`config.mk`:
```
export PLATFORM = sky130hd
export DESIGN_NAME = arm_stub_pattern_decoder_unit
export DESIGN_NICKNAME = d
export VERILOG_FILES = /design/src/rtl/aspd_pkg.sv /design/src/rtl/aspd_lane.sv /design/src/rtl/aspd_merge.sv /design/src/rtl/arm_stub_pattern_decoder_unit.sv
export SDC_FILE = /design/constraint.sdc
export NUM_CORES = 1
export LEC_CHECK = 0
export BUFFER_PORTS_ARGS = -buffer_cell sky130_fd_sc_hd__clkbuf_2
export CORE_MARGIN = 1
export CORE_UTILIZATION = 47
export CTS_CLUSTER_DIAMETER = 30
export DETAILED_ROUTE_END_ITERATION = 12
export HOLD_SLACK_MARGIN = 0.12
export PLACE_DENSITY = 0.79
export SLEW_MARGIN = 25
export SYNTH_ARGS = -nofsm -noshare
export SYNTH_HDL_FRONTEND = slang
export SYNTH_SLANG_ARGS = --single-unit
```
`constraint.sdc`:
```
create_clock -name clk -period 5.32 [get_ports clk]
set_input_delay 0 -clock clk [delete_from_list [all_inputs] [get_ports clk]]
set_output_delay 0 -clock clk [all_outputs]
set_load 0.1 [all_outputs]
```
`src/rtl/aspd_pkg.sv`:
```
package aspd_pkg;

  localparam int unsigned WordW  = 32;
  localparam int unsigned ImmW   = 16;
  localparam int unsigned NumLanes = 4;

  localparam logic [3:0]  CondAl      = 4'hE;
  localparam logic [3:0]  RegR12      = 4'hC;
  localparam logic [20:0] BxPattern   = 21'h12FFF1;
  localparam logic [20:0] BlxPattern  = 21'h12FFF3;
  localparam logic [11:0] Imm12Mask   = 12'hFFF;
  localparam logic [6:0]  AdrRnPc     = 7'h4F;

  typedef enum logic [2:0] {
    CLS_UNKNOWN = 3'd0,
    CLS_SVC     = 3'd1,
    CLS_MOVW    = 3'd2,
    CLS_MOVT    = 3'd3,
    CLS_ADR     = 3'd4,
    CLS_MVN     = 3'd5,
    CLS_BRANCH  = 3'd6
  } cls_t;

  typedef enum logic [1:0] {
    KIND_NONE    = 2'd0,
    KIND_SYSCALL = 2'd1,
    KIND_FUNC    = 2'd2
  } kind_t;

  typedef struct packed {
    cls_t            cls;
    logic [ImmW-1:0] imm;
  } lane_res_t;

  typedef struct packed {
    kind_t            kind;
    logic [WordW-1:0] value;
  } stub_res_t;

endpackage

```
`src/rtl/aspd_lane.sv`:
```
module aspd_lane (
  input  logic [aspd_pkg::WordW-1:0] word,
  output aspd_pkg::lane_res_t        res
);

  logic cond_al;
  logic rd_r12;

  assign cond_al = (word[31:28] == aspd_pkg::CondAl);
  assign rd_r12  = (word[15:12] == aspd_pkg::RegR12);

  always_comb begin
    res.cls = aspd_pkg::CLS_UNKNOWN;
    res.imm = '0;
    if (cond_al) begin
      if (word[27]) begin
        if (word[26:24] == 3'b111) begin
          res.cls = aspd_pkg::CLS_SVC;
        end
      end else if (!word[26] && word[25]) begin
        case (word[24:23])
          2'b10: begin
            if (!word[21] && !word[20] && rd_r12) begin
              res.imm = {word[19:16], word[11:0] & aspd_pkg::Imm12Mask};
              res.cls = word[22] ? aspd_pkg::CLS_MOVT : aspd_pkg::CLS_MOVW;
            end
          end
          2'b00: begin
            if (word[22:16] == aspd_pkg::AdrRnPc && rd_r12) begin
              res.cls = aspd_pkg::CLS_ADR;
            end
          end
          2'b11: begin
            if (word[22] && word[21]) begin
              res.cls = aspd_pkg::CLS_MVN;
            end
          end
          default: res.cls = aspd_pkg::CLS_UNKNOWN;
        endcase
      end else if (!word[26] && !word[25]) begin
        if (word[24:4] == aspd_pkg::BxPattern || word[24:4] == aspd_pkg::BlxPattern) begin
          res.cls = aspd_pkg::CLS_BRANCH;
        end
      end
    end
  end

endmodule

```
`src/rtl/aspd_merge.sv`:
```
module aspd_merge (
  input  aspd_pkg::lane_res_t lanes [aspd_pkg::NumLanes],
  output aspd_pkg::stub_res_t res
);

  logic frame_ok;

  assign frame_ok = (lanes[0].cls == aspd_pkg::CLS_MOVW)
                 && (lanes[2].cls == aspd_pkg::CLS_BRANCH)
                 && (lanes[3].cls == aspd_pkg::CLS_UNKNOWN);

  always_comb begin
    res.kind  = aspd_pkg::KIND_NONE;
    res.value = '0;
    if (frame_ok) begin
      if (lanes[1].cls == aspd_pkg::CLS_SVC) begin
        res.kind  = aspd_pkg::KIND_SYSCALL;
        res.value = {{(aspd_pkg::WordW-aspd_pkg::ImmW){1'b0}}, lanes[0].imm};
      end else if (lanes[1].cls == aspd_pkg::CLS_MOVT) begin
        res.kind  = aspd_pkg::KIND_FUNC;
        res.value = {lanes[1].imm, lanes[0].imm};
      end
    end
  end

endmodule

```
`src/rtl/arm_stub_pattern_decoder_unit.sv`:
```
// ARM call-stub decoder. Each input transaction carries four stub words; four
// classifier lanes sort them in parallel and a merge stage reports a syscall
// stub (MOVW, SVC, BX/BLX, other) with its 16-bit number or a function stub
// (MOVW, MOVT, BX/BLX, other) with its 32-bit address. One stub is taken per
// cycle while in_tready is high; its result is registered. A two-entry output
// buffer (result register plus skid register) keeps in_tready high for one
// extra transaction while the result side stalls.
module arm_stub_pattern_decoder_unit (
  input  logic         clk,
  input  logic         rst_n,
  input  logic         in_tvalid,
  output logic         in_tready,
  input  logic [127:0] in_tdata,   // word0, word1, word2, word3
  output logic         out_tvalid,
  input  logic         out_tready,
  output logic [39:0]  out_tdata   // stub_kind[1:0], stub_value[33:2], zero pad
);

  aspd_pkg::lane_res_t lanes [aspd_pkg::NumLanes];
  aspd_pkg::stub_res_t merged;

  for (genvar g = 0; g < aspd_pkg::NumLanes; g++) begin : g_lane
    aspd_lane u_lane (
      .word (in_tdata[g*aspd_pkg::WordW +: aspd_pkg::WordW]),
      .res  (lanes[g])
    );
  end

  aspd_merge u_merge (
    .lanes (lanes),
    .res   (merged)
  );

  aspd_pkg::stub_res_t main_r, main_nxt, skid_r, skid_nxt;
  logic                main_vld_r, main_vld_nxt, skid_vld_r, skid_vld_nxt;
  logic                accept, pop;

  assign in_tready = !skid_vld_r;
  assign accept    = in_tvalid && in_tready;
  assign pop       = main_vld_r && out_tready;

  always_comb begin
    main_nxt     = main_r;
    main_vld_nxt = main_vld_r;
    skid_nxt     = skid_r;
    skid_vld_nxt = skid_vld_r;
    if (pop || !main_vld_r) begin
      if (skid_vld_r) begin
        main_nxt     = skid_r;
        main_vld_nxt = 1'b1;
        skid_vld_nxt = 1'b0;
      end else begin
        main_nxt     = merged;
        main_vld_nxt = accept;
      end
    end else if (accept) begin
      skid_nxt     = merged;
      skid_vld_nxt = 1'b1;
    end
  end

  always_ff @(posedge clk) begin
    if (!rst_n) begin
      main_vld_r <= 1'b0;
      skid_vld_r <= 1'b0;
    end else begin
      main_vld_r <= main_vld_nxt;
      skid_vld_r <= skid_vld_nxt;
    end
    main_r <= main_nxt;
    skid_r <= skid_nxt;
  end

  assign out_tvalid = main_vld_r;
  assign out_tdata  = {6'b0, main_r.value, main_r.kind};

endmodule

```
# Word-level counts from Yosys, hierarchy flattened
# Cells that the tools add are included.
[word_totals] register_bits=70 inputBits=132 out_inout_bits=42 elab_cells=163
[classes] n_eq_ne=36 n_mux=61 n_bitwise=2 n_reduce_logical=58
[op_table] op="16-bit two-way mux" n=12
[op_table] op="21-bit == test (second input constant)" n=8
[op_table] op="19-bit two-way mux" n=8
[op_table] op="34-bit two-way mux" n=4
[op_table] op="3-bit two-way mux" n=24
[op_table] op="3-bit case mux with 3 select lines" n=4
[op_table] op="4-bit == test (second input constant)" n=8
[op_table] op="7-bit == test (second input constant)" n=4
[op_table] op="1-bit logical AND" n=28
[op_table] op="1-bit logical NOT" n=18
[op_table] op="2-bit == test (second input constant)" n=8
[op_table] op="3-bit == test (second input constant)" n=5
[op_table] op="1-bit two-way mux" n=9
[op_table] op="2-bit logical NOT" n=4
[op_table] op="3-bit by 2-bit == test with 1-bit output (second input constant)" n=2
[op_table] op="1-bit logical OR" n=5
[op_table] op="3-bit by 1-bit == test with 1-bit output (second input constant)" n=1
[op_table] op="3-bit logical NOT" n=1
[op_table] op="1-bit NOT" n=2
[op_table] op="2-bit AND reduction" n=1
[op_table] op="2-bit OR reduction" n=1

# Longest topological paths before layout
[depth] ltp_word=13 depth_mapped=6 depth_no_buf=5

# Modules after synthesis
# A second synthesis with hierarchy kept.
[hier_totals] hier_cells=390 hier_area_um2=4873.4
[by_module_without_submodules] module="arm_stub_pattern_decoder_unit" n_inst=1 cells_each=121 area_per_inst_um2=2730.1 seq_area_each_um2=2082.0
[by_module_without_submodules] module="aspd_lane" n_inst=4 cells_each=45 area_per_inst_um2=320.3 seq_area_each_um2=0.0
[by_module_without_submodules] module="aspd_merge" n_inst=1 cells_each=89 area_per_inst_um2=862.1 seq_area_each_um2=0.0

# Worst setup path before layout
# OpenSTA, ideal clock, no wires.
[synth_timing] path_kind="flip-flop to flip-flop" from="reg main_vld_r (netlist: out_tvalid)" to="reg skid_r[0] in the netlist's numbering (enable)" setup_time_ns=0.475 t_arrival_ns=4.636 t_required_ns=4.845 slack_ns=0.210 stages_incl_launch_ff=3 path_buffers=0 period_less_slack_ns=5.110 path_cell_list="dfxtp_1 nand2b_1 nor3b_1"
[synth_via] elab_chain_cells=4 word_cells_on_any_way=5 cone_classes="bitwise (1); reduce/logical (4)"
[synth_rtl] item="start: declaration" line_no="arm_stub_pattern_decoder_unit.sv:35" text="logic main_vld_r, main_vld_nxt, skid_vld_r, skid_vld_nxt;"
[synth_rtl] item="start signal: assignment" line_no="arm_stub_pattern_decoder_unit.sv:67" text="main_vld_r <= main_vld_nxt;"
[synth_rtl] item="1-bit logical AND or 1-bit logical NOT (tied branches)" line_no="arm_stub_pattern_decoder_unit.sv:40, arm_stub_pattern_decoder_unit.sv:47"
[synth_rtl] item="1-bit logical OR (*)" line_no="arm_stub_pattern_decoder_unit.sv:47" text="if (pop || !main_vld_r) begin"
[synth_rtl] item="1-bit NOT (no source line) (*)"
[synth_rtl] item="2-bit AND reduction (no source line) (*)"
[synth_rtl] item="end signal: assignment" line_no="arm_stub_pattern_decoder_unit.sv:71" text="skid_r <= skid_nxt;"
[synth_rtl] item="end: declaration" line_no="arm_stub_pattern_decoder_unit.sv:34" text="aspd_pkg::stub_res_t main_r, main_nxt, skid_r, skid_nxt;"
# Mark *: on every way between the ends. The rest lies on a longest branch, timed or not.
# A chain may end at the register's enable or synchronous reset.

# Final worst setup path
[layout_timing] from="reg skid_vld_r" to="out in_tready"
[layout_via] elab_chain_cells=1
[layout_rtl] item="start: declaration" line_no="arm_stub_pattern_decoder_unit.sv:35"
[layout_rtl] item="start signal: assignment" line_no="arm_stub_pattern_decoder_unit.sv:68" text="skid_vld_r <= skid_vld_nxt;"
[layout_rtl] item="1-bit logical NOT" line_no="arm_stub_pattern_decoder_unit.sv:38" text="assign in_tready = !skid_vld_r;"
[layout_rtl] item="end: declaration" line_no="arm_stub_pattern_decoder_unit.sv:12" text="output logic in_tready,"
# Every way passes these cells.

==> results.sh <==
export IMPL_antenna_left=0
export IMPL_cp_max_fo=55
export IMPL_avgSynthCellArea_um2=10.9
export IMPL_hold_viol=0
export IMPL_worst_slew_pin_slew_ps=983
export IMPL_cts_tree="done"
export IMPL_postCtsSetupBuffers=0
export IMPL_fillers=544
export IMPL_wirelength_mm=9.67
export IMPL_cts_max_level=3
export IMPL_ir_drop_v=0.000128
export IMPL_first_iter_violations=214
export IMPL_ctsHoldBuffers=35
export IMPL_synth_edf_count=68
export IMPL_clockBufferDepth=2
export IMPL_grt_max_degree=56
export IMPL_first_pass_iters=4
export IMPL_syn_inst=333
export IMPL_worstSetupStartpointType="register"
export IMPL_pin_count=174
export IMPL_crit_end="in_tready"
export IMPL_clock_fmax_mhz=379
export IMPL_clkSinkCount=70
export IMPL_rr_worst_depth=3
export IMPL_tns_ps=0
export IMPL_critPathArrivalTime_ps=2640
export IMPL_fin_nets=653
export IMPL_numCtsBuffers=9
export IMPL_finalClockSkew_ps=12.0
export IMPL_synth_cell_type_count=44
export IMPL_slew_headroom_pct=34.5
export IMPL_fp_dieArea_um2=8080
export IMPL_pre_cts_ws_ps=2620
export IMPL_initial_core_util_pct=49.2
export IMPL_r2r_end="out_tdata[3]$_DFFE_PP_"
export IMPL_ys_seq_area_share_pct=57.4
export IMPL_crit_path_start="skid_vld_r$_SDFFE_PP0P_"
export IMPL_status="finished clean"
export IMPL_cts_resized=0
export IMPL_via_per_inst=5.56
export IMPL_r2r_start="skid_vld_r$_SDFFE_PP0P_"
export IMPL_num_rows=31
export IMPL_antenna_found_initial=0
export IMPL_cp_required_ps=5320
export IMPL_synthesis_area_um2=3630
export IMPL_dp_hpwl_mm=6.42
export IMPL_report_final_setup_viol=0
export IMPL_grt_overflow=0
export IMPL_clk_latency_ps=350
export IMPL_drc=0
export IMPL_synth_seq_cells=70
export IMPL_vias=3476
export IMPL_gp_congestion=0.923
export IMPL_end_kind="output port"
export IMPL_period_needed_ps=2640
export IMPL_r2r_setup_slack_ps=2950
export IMPL_worst_slack_ps=2680
export IMPL_grt_setup_unrepaired="false"
export IMPL_clockRootBuffer="clkbuf_8"
export IMPL_max_cap_violations=0
export IMPL_layout_common_cells="clkbuf_2 (157), edfxtp_1 (68), nand2_1 (52), dlygate4sd3_1 (35), o31ai_1 (34)"
export IMPL_p_leak_nw=2.00
export IMPL_synthArstFlopShare_pct=0
export IMPL_p_per_area_nw_per_um2=287
export IMPL_grt_pass1_vias=3418
export IMPL_area_delta_synth_final_pct=40.6
export IMPL_wl_per_cell_um=15.5
export IMPL_clk_pin_slew_ps=70
export IMPL_portBuffers=157
export IMPL_coreArea_um2=7370
export IMPL_synth_top_flop_cell="edfxtp_1"
export IMPL_final_common_cell="clkbuf_2"
export IMPL_min_path_type="in -> reg"
export IMPL_track_usage_pct=24.5
export IMPL_grt_pass1_wl_mm=15.7
export IMPL_antenna_cells=0
export IMPL_crit_type="reg -> out"
export IMPL_drive_gt1_share_pct=35.2
export IMPL_die_h_um=89.9
export IMPL_slew_viol_final=0
export IMPL_post_route_period_util_pct=49.6
export IMPL_die_x_um=89.9
export IMPL_yosys_warnings=0
state kept, by name, indices dropped and copies added, names as in the netlist:
| register | count |
|---|---|
| out_tdata | 34 |
| out_tvalid | 1 |
| skid_vld_r | 1 |
| skid_r | 34 |
how the worst min path moves through the flow:
stage	startpoint	to	slack [ps]	cells after the start
2_1_floorplan	rst_n	out_tvalid$_SDFFE_PN0P_	150	1
3_3_place_gp	rst_n	out_tvalid$_SDFFE_PN0P_	250	2
3_5_place_dp	rst_n	out_tvalid$_SDFFE_PN0P_	250	2
4_1_cts	in_tdata[57]	skid_r[32]$_DFFE_PP_	170	3
5_1_grt	in_tdata[57]	skid_r[32]$_DFFE_PP_	200	3
6_report	in_tdata[57]	skid_r[32]$_DFFE_PP_	180	3
cells in the mapped netlist (4+ instances only):
| cell type | n | area [um^2] |
|---|---|---|
| buf_4 | 6 | 45.0 |
| clkbuf_1 | 17 | 63.8 |
| edfxtp_1 | 68 | 2040 |
| inv_1 | 20 | 75.1 |
| nand2_1 | 52 | 195 |
| nand3_1 | 18 | 90.1 |
| nand4_1 | 10 | 62.6 |
| nand4b_1 | 5 | 43.8 |
| nor2_1 | 5 | 18.8 |
| nor3_1 | 20 | 100 |
| nor4_1 | 22 | 138 |
| o211ai_1 | 4 | 30.0 |
| o31ai_1 | 34 | 255 |
| or4bb_1 | 4 | 45.0 |
metal layers:
| layer | vias up | GRT usage, % | share of wire [%] |
|---|---|---|---|
| li1 | 1672 | - | - |
| met1 | 1594 | 28.0 | 38 |
| met2 | 185 | 44.2 | 51 |
| met3 | 25 | 3.98 | 7.6 |
| met4 | 0 | 12.2 | 3.3 |
| met5 | - | 0 | 0 |
worst max-delay path: stages (launching register included):
cell and delay, ps:
dfxtp_2 980, clkinv_1 750, clkbuf_2 550
cell type report:
| cell class | instances | area [um^2] | share of cell area [%] |
|---|---|---|---|
| inverters | 21 | 78.8 | 1.55 |
| clock buffers | 9 | 124 | 2.43 |
| well taps | 99 | 124 | 2.43 |
| clock inverters | 7 | 136 | 2.67 |
| multi-input cells | 222 | 1380 | 27.1 |
| flip-flops and latches | 70 | 2080 | 40.8 |
| repair buffers | 197 | 1170 | 23.0 |
through the flow:
stage / hold slack, ps / util (%) / area, um^2 / cells / power (W)
after floorplan: 154 / - / 3650 / 338 / 0.000822
after global placement: 250 / 60.9 / 4490 / 574 / 0.000893
after detailed placement: 250 / 60.9 / 4490 / 574 / 0.000896
after CTS: 165 / 69.2 / 5100 / 625 / 0.00146
after global routing: 204 / 69.2 / 5100 / 625 / 0.00150
final: 180 / 69.2 / 5100 / 625 / 0.00146
logic make-up after synthesis:
| kind of cell | Yosys count | synth area share, % |
|---|---|---|
| AND/OR/NAND/NOR | 161 | 25.5 |
| other | 1 | 0.103 |
| AO/OA/AOI/OAI | 55 | 11.6 |
| flip-flops | 70 | 57.4 |
| buffers and inverters | 46 | 5.41 |
power breakdown:
group	switching [W]	total [W]	internal [W]
clock	0.000200	0.000556	0.000356
sequential	0.0000100	0.000636	0.000626
combinational	0.000198	0.000271	0.0000725
total	0.000408	0.00146	0.00106
(Power assumes the default switching activity.)
